$ cat src/hw/rtl/ppusar_pkg.sv
package ppusar_pkg;

    typedef enum logic [3:0] {
        CMD_BUS_WRITE  = 4'd0,
        CMD_BUS_READ   = 4'd1,
        CMD_INC_X      = 4'd2,
        CMD_INC_Y      = 4'd3,
        CMD_COPY_HORIZ = 4'd4,
        CMD_COPY_VERT  = 4'd5,
        CMD_SET_VBLANK = 4'd6,
        CMD_FRAME_ST   = 4'd7,
        CMD_NMI_ACK    = 4'd8
    } t_cmd;

    typedef enum logic [1:0] {
        MEM_NONE  = 2'd0,
        MEM_READ  = 2'd1,
        MEM_WRITE = 2'd2
    } t_mem_op;

    localparam logic [2:0] REG_CTRL   = 3'd0;
    localparam logic [2:0] REG_STATUS = 3'd2;
    localparam logic [2:0] REG_SCROLL = 3'd5;
    localparam logic [2:0] REG_ADDR   = 3'd6;
    localparam logic [2:0] REG_DATA   = 3'd7;

    localparam logic [13:0] ADDR_PALETTE = 14'h3F00;
    localparam logic [13:0] ADDR_NT_LAST = 14'h2FFF;
    localparam logic [13:0] INC_ACROSS   = 14'd1;
    localparam logic [13:0] INC_DOWN     = 14'd32;
    localparam logic [4:0]  COARSE_LAST  = 5'd31;
    localparam logic [4:0]  ROW_LAST     = 5'd29;
    localparam logic [2:0]  FINE_LAST    = 3'd7;

    typedef struct packed {
        logic [3:0] command;
        logic [2:0] reg_index;
        logic [7:0] bus_data;
        logic [7:0] mem_byte;
        logic [7:0] mem_byte_below;
    } t_req;

    typedef struct packed {
        logic [7:0]  read_data;
        t_mem_op     mem_op;
        logic [13:0] mem_addr;
        logic [7:0]  mem_wdata;
        logic [14:0] vram_addr;
        logic [2:0]  fine_x_out;
        logic [7:0]  ctrl_out;
        logic        nmi_pending;
        logic        nmi_immediate;
    } t_rsp;

endpackage

$ cat src/hw/rtl/ppu_scroll_address_registers_unit.sv
// channel   valid    stall    payload  direction
// request   i_valid  o_stall  i_req    in
// result    o_valid  i_stall  o_rsp    out
//
// One request per cycle while the result side does not stall; a taken request goes into the input
// register, then the single update pass loads the result register, which presents the result.
// Synchronous active-low reset clears all scroll, address and flag state.
// A stalled result holds the result register; the input register still takes one more request.
module ppu_scroll_address_registers_unit
    import ppusar_pkg::*;
(
    input  logic i_clk,
    input  logic i_rst_n,
    input  logic i_valid,
    output logic o_stall,
    input  t_req i_req,
    output logic o_valid,
    input  logic i_stall,
    output t_rsp o_rsp
);

    logic        r_in_valid;
    t_req        r_in;
    logic        r_out_valid;
    t_rsp        r_out;

    logic [14:0] r_cur,    n_cur;
    logic [14:0] r_tmp,    n_tmp;
    logic [2:0]  r_fine_x, n_fine_x;
    logic        r_toggle, n_toggle;
    logic [7:0]  r_ctrl,   n_ctrl;
    logic        r_vblank, n_vblank;
    logic [7:0]  r_buf,    n_buf;
    logic        r_nmi,    n_nmi;
    logic        r_nmi_now, n_nmi_now;
    t_rsp        n_out;

    logic        advance;
    logic        commit;
    logic        accept;
    logic [13:0] addr14;
    logic [13:0] inc;
    logic [2:0]  fine_y;
    logic [4:0]  coarse_y;
    logic [4:0]  next_cy;
    logic [7:0]  d;

    assign advance = !r_out_valid || !i_stall;
    assign commit  = r_in_valid && advance;
    assign o_stall = r_in_valid && !advance;
    assign accept  = i_valid && !o_stall;
    assign o_valid = r_out_valid;
    assign o_rsp   = r_out;

    assign addr14   = r_cur[13:0];
    assign inc      = r_ctrl[2] ? INC_DOWN : INC_ACROSS;
    assign fine_y   = r_cur[14:12];
    assign coarse_y = r_cur[9:5];
    assign d        = r_in.bus_data;

    always_comb begin
        if (coarse_y == ROW_LAST || coarse_y == COARSE_LAST) begin
            next_cy = 5'd0;
        end else begin
            next_cy = coarse_y + 5'd1;
        end
    end

    always_comb begin
        n_cur     = r_cur;
        n_tmp     = r_tmp;
        n_fine_x  = r_fine_x;
        n_toggle  = r_toggle;
        n_ctrl    = r_ctrl;
        n_vblank  = r_vblank;
        n_buf     = r_buf;
        n_nmi     = r_nmi;
        n_nmi_now = r_nmi_now;
        n_out.read_data = 8'd0;
        n_out.mem_op    = MEM_NONE;
        n_out.mem_addr  = 14'd0;
        n_out.mem_wdata = 8'd0;
        case (r_in.command)
            CMD_BUS_WRITE: begin
                case (r_in.reg_index)
                    REG_CTRL: begin
                        if (!r_ctrl[7] && d[7] && r_vblank) begin
                            n_nmi_now = 1'b1;
                        end
                        n_ctrl = d;
                        n_tmp  = {r_tmp[14:12], d[1:0], r_tmp[9:0]};
                    end
                    REG_SCROLL: begin
                        if (!r_toggle) begin
                            n_tmp    = {r_tmp[14:5], d[7:3]};
                            n_fine_x = d[2:0];
                            n_toggle = 1'b1;
                        end else begin
                            n_tmp    = {d[2:0], r_tmp[11:10], d[7:3], r_tmp[4:0]};
                            n_toggle = 1'b0;
                        end
                    end
                    REG_ADDR: begin
                        if (!r_toggle) begin
                            n_tmp    = {1'b0, d[5:0], r_tmp[7:0]};
                            n_toggle = 1'b1;
                        end else begin
                            n_tmp    = {r_tmp[14:8], d};
                            n_cur    = {r_tmp[14:8], d};
                            n_toggle = 1'b0;
                        end
                    end
                    REG_DATA: begin
                        n_out.mem_op    = MEM_WRITE;
                        n_out.mem_addr  = addr14;
                        n_out.mem_wdata = d;
                        n_cur           = {1'b0, addr14 + inc};
                    end
                    default: begin
                    end
                endcase
            end
            CMD_BUS_READ: begin
                case (r_in.reg_index)
                    REG_STATUS: begin
                        n_out.read_data = {r_vblank, 7'd0};
                        n_vblank        = 1'b0;
                        n_toggle        = 1'b0;
                    end
                    REG_DATA: begin
                        n_out.mem_op    = MEM_READ;
                        n_out.mem_addr  = addr14;
                        n_out.read_data = r_buf;
                        if (addr14 <= ADDR_NT_LAST) begin
                            n_buf = r_in.mem_byte;
                        end else begin
                            n_buf = r_in.mem_byte_below;
                            if (addr14 >= ADDR_PALETTE) begin
                                n_out.read_data = r_in.mem_byte;
                            end
                        end
                        n_cur = {1'b0, addr14 + inc};
                    end
                    default: begin
                    end
                endcase
            end
            CMD_INC_X: begin
                if (r_cur[4:0] == COARSE_LAST) begin
                    n_cur = {r_cur[14:11], ~r_cur[10], r_cur[9:5], 5'd0};
                end else begin
                    n_cur = r_cur + 15'd1;
                end
            end
            CMD_INC_Y: begin
                if (fine_y != FINE_LAST) begin
                    n_cur = {fine_y + 3'd1, r_cur[11:0]};
                end else begin
                    n_cur = {3'd0, r_cur[11] ^ (coarse_y == ROW_LAST), r_cur[10],
                             next_cy, r_cur[4:0]};
                end
            end
            CMD_COPY_HORIZ: begin
                n_cur = {r_cur[14:11], r_tmp[10], r_cur[9:5], r_tmp[4:0]};
            end
            CMD_COPY_VERT: begin
                n_cur = {r_tmp[14:11], r_cur[10], r_tmp[9:5], r_cur[4:0]};
            end
            CMD_SET_VBLANK: begin
                n_vblank = 1'b1;
                if (r_ctrl[7]) begin
                    n_nmi = 1'b1;
                end
            end
            CMD_FRAME_ST: begin
                n_vblank = 1'b0;
            end
            CMD_NMI_ACK: begin
                n_nmi     = 1'b0;
                n_nmi_now = 1'b0;
            end
            default: begin
            end
        endcase
        n_out.vram_addr     = n_cur;
        n_out.fine_x_out    = n_fine_x;
        n_out.ctrl_out      = n_ctrl;
        n_out.nmi_pending   = n_nmi;
        n_out.nmi_immediate = n_nmi_now;
    end

    always_ff @(posedge i_clk) begin
        if (!i_rst_n) begin
            r_in_valid  <= 1'b0;
            r_out_valid <= 1'b0;
            r_cur       <= '0;
            r_tmp       <= '0;
            r_fine_x    <= '0;
            r_toggle    <= 1'b0;
            r_ctrl      <= '0;
            r_vblank    <= 1'b0;
            r_buf       <= '0;
            r_nmi       <= 1'b0;
            r_nmi_now   <= 1'b0;
        end else begin
            if (accept) begin
                r_in_valid <= 1'b1;
            end else if (commit) begin
                r_in_valid <= 1'b0;
            end
            if (commit) begin
                r_out_valid <= 1'b1;
            end else if (!i_stall) begin
                r_out_valid <= 1'b0;
            end
            if (commit) begin
                r_cur     <= n_cur;
                r_tmp     <= n_tmp;
                r_fine_x  <= n_fine_x;
                r_toggle  <= n_toggle;
                r_ctrl    <= n_ctrl;
                r_vblank  <= n_vblank;
                r_buf     <= n_buf;
                r_nmi     <= n_nmi;
                r_nmi_now <= n_nmi_now;
            end
        end
    end

    always_ff @(posedge i_clk) begin
        if (accept) begin
            r_in <= i_req;
        end
        if (commit) begin
            r_out <= n_out;
        end
    end

    a_idle_access_zero: assert property (@(posedge i_clk) disable iff (!i_rst_n)
        (r_out_valid && r_out.mem_op == MEM_NONE) |-> (r_out.mem_addr == 14'd0
            && r_out.mem_wdata == 8'd0))
        else $error("memory address or data set without an access");

    a_nmi_in_vblank: assert property (@(posedge i_clk) disable iff (!i_rst_n)
        $rose(r_nmi) |-> (r_vblank && r_ctrl[7]))
        else $error("interrupt raised outside vblank or with interrupts off");

    a_stall_only_full: assert property (@(posedge i_clk) disable iff (!i_rst_n)
        o_stall |-> (r_in_valid && r_out_valid))
        else $error("request stalled while a stage is free");

endmodule
$ cat config.mk
export PLATFORM = sky130hd
export DESIGN_NAME = ppu_scroll_address_registers_unit
export DESIGN_NICKNAME = d
export VERILOG_FILES = /design/src/hw/rtl/ppusar_pkg.sv /design/src/hw/rtl/ppu_scroll_address_registers_unit.sv
export SDC_FILE = /design/constraint.sdc
export NUM_CORES = 1
export LEC_CHECK = 0
export BUFFER_PORTS_ARGS = -buffer_cell sky130_fd_sc_hd__buf_2
export CORE_MARGIN = 2
export CORE_UTILIZATION = 40
export CTS_CLUSTER_SIZE = 25
export DETAILED_ROUTE_END_ITERATION = 16
export GPL_ROUTABILITY_DRIVEN = 0
export GPL_TIMING_DRIVEN = 0
export SETUP_SLACK_MARGIN = 0.4
export SLEW_MARGIN = 10
export SYNTH_ARGS = -nofsm -noshare
export SYNTH_HDL_FRONTEND = slang
export SYNTH_SLANG_ARGS = --single-unit
$ cat constraint.sdc
create_clock -name i_clk -period 2.91 [get_ports i_clk]
set_input_delay 0.291 -clock i_clk [delete_from_list [all_inputs] [get_ports i_clk]]
set_output_delay 0.291 -clock i_clk [all_outputs]
set_load 0.03 [all_outputs]
Word-level counts from Yosys, hierarchy flattened
Cells that the tools add are included.
{ "word_totals": {"ff_bits": 146, "latchBits": 0, "ram_bits": 0, "rom_bits": 0, "out_inout_bits": 62, "word_cells": 126, "n_memories": 0} }
{ "op_classes": {"n_addsub": 4, "mul": 0, "div_mod_pow": 0, "order_cmp": 2, "eq_ne": 23, "shifts": 0, "muxes": 37, "n_bitwise": 4, "reduce_logical": 28} }
{ "ops": {"columns": ["op", "n"], "rows": [
  ["15-bit 2-to-1 mux", 7],
  ["15-bit case mux with 6 select lines", 1],
  ["15-bit case mux with 3 select lines", 1],
  ["8-bit 2-to-1 mux", 5],
  ["16-bit case mux with 2 select lines", 1],
  ["15-bit case mux with 2 select lines", 1],
  ["24-bit 2-to-1 mux", 1],
  ["6-bit AND reduction", 3],
  ["4-bit by 3-bit equality test with 1-bit output (second input constant)", 4],
  ["8-bit case mux with 2 select lines", 1],
  ["15-bit by 1-bit adder with 15-bit output (second input constant)", 1],
  ["5-bit equality test (second input constant)", 3],
  ["14-bit by 6-bit adder with 14-bit output", 1],
  ["14-bit greater-or-equal comparator (second input constant)", 1],
  ["14-bit <= comparator (second input constant)", 1],
  ["1-bit 2-to-1 mux", 10],
  ["2-bit inequality test (second input constant)", 5],
  ["3-bit equality test (second input constant)", 3],
  ["3-bit 2-to-1 mux", 3],
  ["4-bit by 2-bit equality test with 1-bit output (second input constant)", 2],
  ["2-bit nonzero test", 4],
  ["6-bit 2-to-1 mux", 1],
  ["1-bit case mux with 2 select lines", 3],
  ["3-bit AND reduction", 2],
  ["other kinds (21)", 33]
]} }

Longest topological paths before layout
Gate-level depths: netlist (run 1).
{ "logic_depth": {"ltp_word": 7, "ltp_mapped": 9, "ltp_nobuf": 9} }

Worst setup path after synthesis (run 1)
Ideal clock, no wire load.
{ "synth_path": {"path_type": "reg2reg", "startpoint": "register r_out_valid (netlist: o_valid)", "endpoint": "register r_in, in the netlist d[0] (enable)", "arrival_ns": 2.171, "t_required_ns": 2.488, "setup_slack_ns": 0.317, "path_stages_with_launch": 3, "path_buffers": 0, "synth_period_minus_slack_ns": 2.593, "path_cell_list": "dfxtp_1 and3_1 nor2b_1"} }
{ "synth_via": {"elab_chain_cells": 6} }
{ "synth_lines": {"columns": ["element", "line_no", "rtl"], "rows": [
  ["start, declared", "ppu_scroll_address_registers_unit.sv:24", "logic r_out_valid;"],
  ["start signal, assigned", "ppu_scroll_address_registers_unit.sv:195", "r_out_valid <= 1'b0;"],
  ["start signal, assigned", "ppu_scroll_address_registers_unit.sv:212", "r_out_valid <= 1'b1;"],
  ["start signal, assigned", "ppu_scroll_address_registers_unit.sv:214", "r_out_valid <= 1'b0;"],
  ["1-bit logical NOT", "ppu_scroll_address_registers_unit.sv:48", "assign advance = !r_out_valid || !i_stall;"],
  ["1-bit logical OR", "ppu_scroll_address_registers_unit.sv:48", null],
  ["1-bit logical NOT", "ppu_scroll_address_registers_unit.sv:50", "assign o_stall = r_in_valid && !advance;"],
  ["1-bit logical AND", "ppu_scroll_address_registers_unit.sv:50", null],
  ["via o_stall", "ppu_scroll_address_registers_unit.sv:15", "output logic o_stall,"],
  ["1-bit logical NOT", "ppu_scroll_address_registers_unit.sv:51", "assign accept = i_valid && !o_stall;"],
  ["1-bit logical AND", "ppu_scroll_address_registers_unit.sv:51", null],
  ["via accept", "ppu_scroll_address_registers_unit.sv:40", "logic accept;"],
  ["end signal, assigned", "ppu_scroll_address_registers_unit.sv:232", "r_in <= i_req;"],
  ["end, declared", "ppu_scroll_address_registers_unit.sv:23", "t_req r_in;"]
]} }
The timed path passes the listed nets, and every way through them passes these cells.
A chain may end at the register's enable or synchronous reset.

Final worst setup path (run 1)
{ "layout_path": {"startpoint": "register r_in[25] in the netlist's numbering", "endpoint": "register r_cur[0]"} }
{ "layout_via": {"elab_chain_cells": 3, "elab_cells_between_ends": 5} }
{ "layout_lines": {"columns": ["element", "line_no", "rtl"], "rows": [
  ["3-bit equality test, on equally long branches", "ppu_scroll_address_registers_unit.sv:85, ppu_scroll_address_registers_unit.sv:124", null],
  ["15-bit case mux with 2 select lines or 15-bit 2-to-1 mux (tied branches)", "ppu_scroll_address_registers_unit.sv:85, ppu_scroll_address_registers_unit.sv:124", null],
  ["15-bit case mux with 6 select lines *", "ppu_scroll_address_registers_unit.sv:83", "case (r_in.command)"],
  ["via n_cur[0]", "ppu_scroll_address_registers_unit.sv:27", "logic [14:0] r_cur, n_cur;"],
  ["end signal, assigned", "ppu_scroll_address_registers_unit.sv:217", "r_cur <= n_cur;"],
  ["end, declared", "ppu_scroll_address_registers_unit.sv:27", null]
]} }
Mark *: on every way through the listed nets, which the timed path passes. The rest lies on a longest branch.

==> metrics.txt, run 1 <==
status=completed; H-Tree Depth=4; Comb power frac=10.1%; core area=17400 µm²; Post-DRT Antenna Nets=0; final hold vios=0; initial antenna violation count=0; Die W=138 µm; hold path depth=1; critical path's slowest cell=edfxtp_1; Fin Setup TNS=0 ps; post-layout util=51.2%; max-slew violations=0; Seq pwr share=46.2%; Clock Skew=10.7 ps; async set-reset flop share out of synthesis=0%; flops & latches, synth=146; num ports=97; layout cell share with drive strength beyond 1=27.1%; global-route wire length before repair=31000 µm; crit-path cells=nand3_1 -> or3_1 -> clkbuf_1 -> clkbuf_4 -> nor2_1 -> a221oi_1 -> o21ai_0 -> o21ba_2; switching power share of the total=25.0%; Row Count=48; register area share after synthesis=53.6%; HPWL Detailed=13900 µm; RSZ-0062 raised after global routing=true; class of the worst hold path=primary input to register; Total Wirelength=20300 µm; Synthesized Nets=729; number of clock sinks=146; largest net degree at the start of global routing=59; Syn Area/Cell=10.5 µm²; period utilization=89.6%; Net Sw Power=0.00127 W; DR iter-0 viols=699; synth unique cells=67; setup violators final=0; clk buf depth=2; Worst Hold End=d[2]; P per Cell Area=571 nW/µm²; CTS Buf Count=17; Buffers on Ports=96; drt first pass iters=6; Worst setup SP type=register; Synth Flop Type=edfxtp_1; R2R Path End=r_cur[0]; post-synthesis instance total=682; post-layout minimum cycle time=2610 ps; DR DRC count=0; antenna cells=0; Overflow after GRT=0; Initial Utilization=41.1%; critical path class=register to register; DIE AREA=19000 µm²; highest clock rate=0.384 GHz; GRT Total Usage=21.6%; max incr delay on CP=500 ps; origin of the critical flop-to-flop path=r_in[25]; crit path DAT=2920 ps; clock share of power=43.7%; Crit. End Element=register; Clock Tree Root=clkbuf_16; Max Fanout on Critical Path=10; Tot Pwr=0.00509 W; hold slack=33.3 ps; max-cap check violation count=0; vias per inst=5.78; Post-synth EDFFs=91; Syn. warnings=0; reg-to-reg setup timing slack=300 ps; Internal=0.00382 W; cts-stage hold buffer count=0; # fillers=1609; total number of vias=6082; Rel. slew slack=41.8%; Die Ht=138 µm; R2R depth=8; CTS tree=done; Leak=3.51 nW; Syn Std Cell Area=7160 µm²; detailed-route wire length per cell=19.3 µm; Slew @ Worst Pin=871 ps; Worst-path clk slew=60 ps; vias in the first global route=5773; Peak VDD IR=0.000406 V; HP Start=i_req[18]; Layout area overhead=24.7%; Clock Latency Late Sink=430 ps; Final #Nets=861; Required @ worst endpoint=3220 ps
-- registers in the layout, indices dropped and copies added, names as in the netlist --
signal      count
d               8
o_rsp          60
r_cur          15
r_in_valid      1
r_buf           8
r_fine_x        3
r_nmi           1
r_toggle        1
r_in           23
r_nmi_now       1
r_ctrl          8
r_tmp          15
o_valid         1
r_vblank        1
-- timing repair --
item                                    in CTS  in global routing
endpoints found under the setup margin      41                 50
pin swaps                                    1                 10
buffers inserted                             4                 12
resized for setup                           37                 37
cloned                                       0                  0
-- power by group through the flow --
| stage | logic, W | registers, W | clock network, W |
|---|---|---|---|
| floorplan | 0.000240 | 0.00246 | 0 |
| global placement | 0.000464 | 0.00239 | 0 |
| detailed placement | 0.000476 | 0.00239 | 0 |
| CTS | 0.000489 | 0.00235 | 0.00225 |
| global route | 0.000553 | 0.00236 | 0.00234 |
| finish | 0.000516 | 0.00235 | 0.00222 |
-- critical path, delay by kind of cell, from the launching register on --
family	cells	cell delay, ps
simple gates	3	570
flops	1	500
buf+inv	2	580
compound gates	3	840
-- synth_stat cells, types with 3 or more instances --
library cell / n / share of area [%]
ha_1: 12 / 2.1
nor3_1: 21 / 1.5
inv_1: 16 / 0.84
nor2_1: 78 / 4.1
mux2_2: 3 / 0.47
buf_6: 3 / 0.47
edfxtp_1: 91 / 38
o211a_1: 7 / 0.98
nand2_1: 50 / 2.6
xor2_1: 5 / 0.61
nand4_1: 10 / 0.87
a21o_1: 5 / 0.52
o21ai_0: 32 / 2.2
a32o_1: 5 / 0.70
clkbuf_1: 39 / 2.0
dfxtp_1: 55 / 15
o31ai_1: 5 / 0.52
a22oi_1: 13 / 1.4
o211ai_1: 7 / 0.73
a21oi_1: 27 / 1.9
nor4_1: 4 / 0.35
or3_1: 5 / 0.44
a31oi_1: 9 / 0.79
o21ba_2: 5 / 0.70
a32oi_1: 6 / 0.73
and2_1: 10 / 0.87
nand2b_1: 7 / 0.61
a2111oi_0: 3 / 0.37
a211oi_1: 8 / 0.84
o221ai_1: 3 / 0.37
mux2_4: 8 / 1.7
nor2b_1: 5 / 0.44
mux2i_1: 23 / 3.2
and3_1: 16 / 1.4
xnor2_1: 10 / 1.2
nor3b_1: 11 / 1.2
buf_2: 8 / 0.56
nand3_1: 17 / 1.2
-- per-layer routing --
metal / wire (µm) / track usage (%) / up-vias
met5: 0 / 0 / -
met4: 489 / 8.73 / 0
met3: 1620 / 4.23 / 48
met2: 9560 / 34.7 / 330
met1: 8640 / 28.8 / 2895
li1: - / - / 2809
-- kinds of logic after synthesis --
kind of cell | after synthesis | share of synthesized area [%]
flip-flops | 146 | 53.6
AO/OA/AOI/OAI | 157 | 15.6
adder cells (fa/ha/maj) | 12 | 2.10
buffers and inverters | 69 | 4.07
multiplexers | 34 | 5.37
AND/OR/NAND/NOR | 249 | 17.5
XOR/XNOR | 15 | 1.84
-- through the flow --
step	cells	cell area [µm²]	setup slack, ps
3_3_place_gp	1003	7920	-46.8
2_1_floorplan	682	7160	407
4_1_cts	1040	8710	382
3_5_place_dp	1004	7960	-73.8
5_1_grt	1052	8920	288
6_report	1052	8920	303
-- final cells by class --
cell class	count	area [µm²]	share of cell area [%]
Inverter	17	63.8	0.715
Timing Repair Buffer	113	644	7.22
Clock buffer	19	433	4.85
Multi-Input combinational cell	467	3230	36.2
Sequential cell	146	3840	43.1
Clock inverter	13	160	1.80
Buffer	52	265	2.97
Tap cell	225	282	3.16
-- layout by cell type, fill, tap and decap left out, drive strengths merged, types with 8 or more instances in the layout --
master	n
a211oi	8
a21oi	28
a22oi	13
a31oi	9
and2	10
and3	16
buf	128
clkbuf	56
clkinv	10
dfxtp	55
edfxtp	91
ha	12
inv	17
mux2	11
mux2i	23
nand2	50
nand3	17
nand4	10
nor2	78
nor3	21
nor3b	11
o21ai	32
xnor2	10
-- worst max-delay path by stage --
stage               slack (ps)         to  depth (start not counted)     start
floorplan                  410  r_cur[14]                          9  r_cur[0]
global placement           -50  r_cur[14]                          9  r_cur[0]
detailed placement         -70   r_buf[6]                          8  r_in[28]
CTS                        380  r_cur[14]                          9  r_cur[0]
global route               290   r_cur[0]                          8  r_in[24]
finish                     300   r_cur[0]                          8  r_in[25]
(Power assumes the default switching activity.)
==> run 2, diff against run 1 <==
--- a/config.mk
+++ b/config.mk
@@ -5,6 +5,7 @@
 export SDC_FILE = /design/constraint.sdc
 export NUM_CORES = 1
 export LEC_CHECK = 0
+export ABC_AREA = 1
 export BUFFER_PORTS_ARGS = -buffer_cell sky130_fd_sc_hd__buf_2
 export CORE_MARGIN = 2
 export CORE_UTILIZATION = 40
==> run 2 against run 1 <==
Against the previous run:
- non-clock buffer count shrank 41
- first-iteration DRC count shrank 21%
- wire length shrank 4.7%
- total power shrank 1.7%
- die area grew 2.7%
- clock-buffer cell count shrank 1
- flip-flop and latch count is the same
- critical path type unchanged
==> metrics.txt, run 2 <==
Synth Flop Type=edfxtp_1; most used cell, CP=nand2_1; Net Sw Power=0.00139 W (+9.5%); reg-to-reg setup timing slack=540 ps (+240 ps); Worst setup SP type=register; Layout area overhead=18.6%; # fillers=1794 (+11%); max incr delay on CP=500 ps (about the same); Die Ht=140 µm (+1.4%); Seq pwr share=47.4% (+1.2 points); Syn Std Cell Area=7360 µm² (+2.8%); layout cell share with drive strength beyond 1=19.4% (-7.7 points); status=completed; Syn. warnings=0 (unchanged); Post-synth EDFFs=91 (unchanged); initial antenna violation count=0 (unchanged); number of clock sinks=146 (unchanged); Total Wirelength=19400 µm (-4.7%); Synthesized Nets=913 (+25%); Buffers on Ports=95 (-1.0%); largest net degree at the start of global routing=40 (-32%); async set-reset flop share out of synthesis=0% (unchanged); crit path DAT=2560 ps (-360 ps); Crit. End Element=register; DR DRC count=0 (unchanged); final std cell area, no fill=8730 µm² (-2.2%); Tot Pwr=0.00500 W (-1.7%); Overflow after GRT=0 (unchanged); DP Area=8140 µm² (+2.4%); RSZ-0062 raised after global routing=true; Clock Latency Late Sink=430 ps (about the same); Row Count=49 (+2.1%); core area=18000 µm² (+3.5%); Final #Nets=1028 (+19%); Internal=0.00361 W (-5.5%); HPWL Detailed=14300 µm (+3.1%); kind of cell adding the most delay to the critical path=simple AND/OR/NAND/NOR gates; vias in the first global route=5824 (+0.88%); Die W=140 µm (+1.4%); CTS Buf Count=17 (unchanged); P per Cell Area=573 nW/µm² (+0.47%); register area share after synthesis=52.1% (-1.5 points); Slew @ Worst Pin=1110 ps (+242 ps); num ports=97 (unchanged); most common cell after layout, fill and taps aside=nand2_1; Cell Count Post-Placement=1191 (+19%); WP buf/inv=2 (unchanged); Post-DRT Antenna Nets=0 (unchanged); Clock Tree Root=clkbuf_16; detailed-route wire length per cell=15.8 µm (-18%); GRT Total Usage=20.0% (-1.6 points); global-route wire length before repair=30300 µm (-2.2%); final hold vios=0 (unchanged); period utilization=81.4% (-8.2 points); top-count cell post-synth=nand2_1; flops & latches, synth=146 (unchanged); R2R depth=12 (+4); fin cells=1223 (+16%); clk buf depth=2 (unchanged); post-synthesis instance total=866 (+27%); drt first pass iters=5 (-1); highest clock rate=0.422 GHz (+10%); total number of vias=6195 (+1.9%); Worst-path clk slew=70 ps (about the same); setup violators final=0 (unchanged); Comb power frac=10.2% (about the same); antenna cells=0 (unchanged); Sequential Area=3830 µm² (-0.23%); Worst setup startpoint=r_cur[13]; Worst path depth=12 (+4); DIE AREA=19500 µm² (+2.7%); max-slew violations=0 (unchanged); DR iter-0 viols=553 (-21%); Leak=3.76 nW (+7.2%); CTS tree=done; switching power share of the total=27.9% (+2.9 points); Synth top cells by count=157 x nand2_1, 125 x inv_1, 105 x nor2_1, 91 x edfxtp_1, 69 x nand3_1; dominant cell type by area after synthesis=edfxtp_1; critical path class=register to register; Post-CTS Setup Inserts=0 (-4); end of the critical path=o_rsp[20]; max reg flops=60 (unchanged); crit-path cells=ha_1 -> ha_1 -> clkbuf_2 -> nand3_1 -> nor2_1 -> a21oi_1 -> nand2_1 -> nand2_1 -> nor2_1 -> nand3_1 -> nand2_1 -> inv_1; area of the multi-input gates=2880 µm² (-11%); Initial Utilization=40.8% (-0.27 points); top cell type's share of synthesized area=37.1% (-1.0 points); Max Fanout on Critical Path=8 (-2); max-cap check violation count=0 (unchanged); most frequent cells in the layout=157 x nand2_1, 125 x inv_1, 105 x buf_2; critical path's slowest cell=dfxtp_1; synth unique cells=41 (-39%); Required @ worst endpoint=3100 ps (-120 ps); top cells by area, synth=edfxtp_1 37%, dfxtp_1 15%, nand2_1 8.0%; clock share of power=42.5% (-1.2 points); origin of the critical flop-to-flop path=r_cur[13]; class of the worst hold path=primary input to register; Fin Setup TNS=0 ps (unchanged); Peak VDD IR=0.000447 V (+10%); H-Tree Depth=4 (unchanged); Rel. slew slack=25.7% (-16 points); R2R Path End=o_rsp[20]; post-layout minimum cycle time=2370 ps (-239 ps); vias per inst=5.07 (-12%); Syn Area/Cell=8.50 µm² (-19%); Clock Skew=9.79 ps (-0.916 ps)
[run 2: cell count changes in the layout (fill, tap and decap cells not counted), moves of 13 or more]
cell / change
inv_1: +109
nand2_1: +107
nand3_1: +52
nor2_1: +29
a21oi_1: +25
mux2i_1: -23
clkbuf_1: -21
o21ai_1: +20
o21ai_0: +19
buf_4: -16
and3_1: -15
a22oi_1: -13
[run 2: kinds of logic after synthesis]
group           share of synthesized area, %
simple gates                            23.3
flops                                   52.1
compound gates                          12.9
buf+inv                                 8.93
fa+ha+maj                               2.04
xor+xnor                               0.714
[run 2: cell type report]
type | instances | area share [%]
Clock inverter | 14 | 1.52
Timing Repair Buffer | 96 | 5.68
Sequential cell | 146 | 43.9
Inverter | 133 | 5.75
Buffer | 28 | 1.84
Clock buffer | 18 | 5.03
Tap cell | 229 | 3.28
Multi-Input combinational cell | 559 | 33.0
[run 2: metrics by stage]
stage	hold WS [ps]	setup WS (ps)	util [%]
finish	36.2	542	48.4
global route	18.2	359	48.4
CTS	17.3	442	48.3
detailed placement	439	464	45.2
global placement	437	217	45.1
floorplan	390	830	-
[run 2: layer usage]
metal	global-route usage [%]	routed length [µm]	part of all wire, %
met4	10.7	979	5.1
met5	0	0	0
met2	31.5	8660	45
met1	26.2	8780	45
met3	3.79	942	4.9
[run 2: repair_timing]
action	4_1_cts	5_1_grt
hold buffers	0	0
resized for setup	0	5
setup endpoints to repair	0	13
[run 2: power by group through the flow]
stage / Combinational [W] / Sequential [W] / Clock, W
6_report: 0.000508 / 0.00237 / 0.00213
5_1_grt: 0.000558 / 0.00238 / 0.00226
4_1_cts: 0.000508 / 0.00237 / 0.00217
3_5_place_dp: 0.000505 / 0.00241 / 0
3_3_place_gp: 0.000499 / 0.00241 / 0
2_1_floorplan: 0.000257 / 0.00249 / 0
[run 2: how the worst min path moves through the flow]
| stage | start | to | slack (ps) | cells after the start |
|---|---|---|---|---|
| after floorplan | i_req[16] | d[0] | 390 | 0 |
| after global placement | r_tmp[1] | r_tmp[1] | 440 | 2 |
| after detailed placement | r_tmp[1] | r_tmp[1] | 440 | 2 |
| after CTS | i_req[14] | r_in[14] | 20 | 1 |
| after global routing | i_req[2] | r_in[2] | 20 | 1 |
| final | i_req[15] | r_in[15] | 40 | 1 |
==> run 3, diff against run 2 <==
==> constraint.sdc (replaced) <==
create_clock -name i_clk -period 2.4 [get_ports i_clk]
set_input_delay 0.24 -clock i_clk [delete_from_list [all_inputs] [get_ports i_clk]]
set_output_delay 0.24 -clock i_clk [all_outputs]
set_load 0.03 [all_outputs]
==> run 3 against run 2 <==
Against the previous run:
- final cell count up 5.2%
- utilization up 4.4 points
- sequential share of layout area down 3.5 points
- setup slack worse by 130 ps
- via count up 7.2%
- sequential power up 22%
- maximum frequency up 19%
- largest power group unchanged
- critical path depth down 4
- total power up 24%
- non-clock buffer count up 62
- global-route usage up 1.4 points
- design area up 9.2%
==> metrics.txt, run 3 (synthesis gave the netlist of run 2 again) <==
final hold vios=0 (unchanged); kind of cell adding the most delay to the critical path=simple AND/OR/NAND/NOR gates; Clock Tree Root=clkbuf_16; crit path DAT=2340 ps (-220 ps); most frequent cells in the layout=147 x nand2_1, 122 x inv_1, 100 x buf_2; final std cell area, no fill=9530 µm² (+9.2%); largest net degree at the start of global routing=70 (+75%); vias per inst=5.16 (+1.9%); Fin Setup TNS=0 ps (unchanged); WP buf/inv=2 (unchanged); post-layout minimum cycle time=1990 ps (-380 ps); layout cell share with drive strength beyond 1=25.7% (+6.3 points); Clock Latency Late Sink=430 ps (about the same); H-Tree Depth=4 (unchanged); Rel. slew slack=41.1% (+15 points); highest clock rate=0.503 GHz (+19%); drt first pass iters=6 (+1); Cell Count Post-Placement=1190 (-0.084%); Die W=140 µm (unchanged); Clock Skew=14.7 ps (+4.89 ps); fin cells=1286 (+5.2%); Total Wirelength=21100 µm (+9.2%); Worst setup SP type=register; setup violators final=0 (unchanged); num ports=97 (unchanged); Post-DRT Antenna Nets=0 (unchanged); Slew @ Worst Pin=883 ps (-231 ps); HPWL Detailed=14300 µm (+0.23%); Die Ht=140 µm (unchanged); DR iter-0 viols=520 (-6.0%); pre-CTS setup slack=5.90 ps (-458 ps); crit-path cells=buf_2 -> nand3_2 -> nor3_4 -> buf_4 -> nand2_1 -> o211ai_1 -> nor2_1 -> a21oi_1; DR DRC count=0 (unchanged); Layout area overhead=29.5%; GRT Total Usage=21.4% (+1.4 points); total number of vias=6638 (+7.2%); most common cell after layout, fill and taps aside=nand2_1; critical path's slowest cell=nor3_4; P per Cell Area=650 nW/µm² (+13%); DP Area=8130 µm² (-0.18%); number of clock sinks=146 (unchanged); Worst Slack Setup Final=412 ps (-130 ps); Final #Nets=1091 (+6.1%); Max Fanout on Critical Path=8 (unchanged); max incr delay on CP=410 ps (-90 ps); RSZ-0062 raised after global routing=true; Worst-path clk slew=70 ps (about the same); max-slew violations=0 (unchanged); max reg flops=60 (unchanged); max-cap check violation count=0 (unchanged); post-layout util=52.9% (+4.4 points); CTS Buf Count=17 (unchanged); core area=18000 µm² (unchanged); Initial Utilization=40.8% (unchanged); Leak=4.11 nW (+9.3%); CTS tree=done; initial antenna violation count=0 (unchanged); Overflow after GRT=0 (unchanged); Buffers on Ports=95 (unchanged); antenna cells=0 (unchanged); Crit. End Element=register; status=completed; DIE AREA=19500 µm² (unchanged); Peak VDD IR=0.000499 V (+12%); Required @ worst endpoint=2750 ps (-350 ps); clk buf depth=2 (unchanged); class of the worst hold path=primary input to register; critical path class=register to register; period utilization=82.8% (+1.5 points); detailed-route wire length per cell=16.4 µm (+3.9%); # fillers=1705 (-5.0%); global-route wire length before repair=32400 µm (+6.8%); Row Count=49 (unchanged); vias in the first global route=5996 (+3.0%)
-- run 3: changes by cell type in the layout (fill, tap and decap cells not counted), moves of 6 or more --
cell,previous run,this run
buf_4,2,35
dlygate4sd3_1,0,31
nand2_1,157,147
nor2_1,103,93
nand2_2,6,14
dfxtp_1,55,48
ha_1,12,6
nor2_4,6,12
-- run 3: worst min-delay path: stages --
cell and delay (ps):
buf_2 70, nand2_1 90, a21oi_1 120
-- run 3: timing repair --
item                                    CTS  global route
pin swaps                                 6            20
cloned                                    1             0
endpoints found under the setup margin  117            73
resized for setup                        28            60
endpoints found under the hold margin    30             1
setup buffers                            12            20
hold buffers                             30             1
-- run 3: worst paths after layout --
check	endpoint	start	cells past startpoint	slack [ps]
worst max register to register	r_cur[8]	r_in[24]	8	410
worst min register to register	r_tmp[2]	r_tmp[2]	2	470
worst max-delay path	r_cur[8]	r_in[24]	8	410
worst min-delay path	r_in_valid	i_valid	3	130
-- run 3: metrics by stage --
| step | hold WS, ps | total power, W |
|---|---|---|
| final | 133 | 0.00619 |
| after global routing | 141 | 0.00641 |
| after CTS | 2.23 | 0.00618 |
| after detailed placement | 418 | 0.00354 |
| after global placement | 416 | 0.00353 |
| after floorplan | 339 | 0.00333 |
-- run 3: per-layer routing --
layer | wire [µm] | track usage [%] | vias up
met4 | 641 | 9.11 | 0
met5 | 0 | 0 | -
met2 | 10100 | 34.7 | 251
met3 | 1130 | 3.99 | 51
met1 | 9310 | 28.2 | 3076
li1 | - | - | 3260
-- run 3: power breakdown --
group | switching (W) | internal (W)
logic | 0.000474 | 0.000226
registers | 0.0000799 | 0.00280
clock network | 0.00115 | 0.00146
total | 0.00170 | 0.00449
-- run 3: cell type report --
cell class | instances | area (µm²) | area share, %
multi-input combinational | 560 | 3090 | 32.5
inverter | 133 | 508 | 5.33
buffer | 28 | 189 | 1.98
clock inverter | 13 | 138 | 1.44
timing repair buffer | 158 | 1030 | 10.8
sequential | 146 | 3850 | 40.5
tap | 229 | 287 | 3.01
clock buffer | 19 | 433 | 4.54
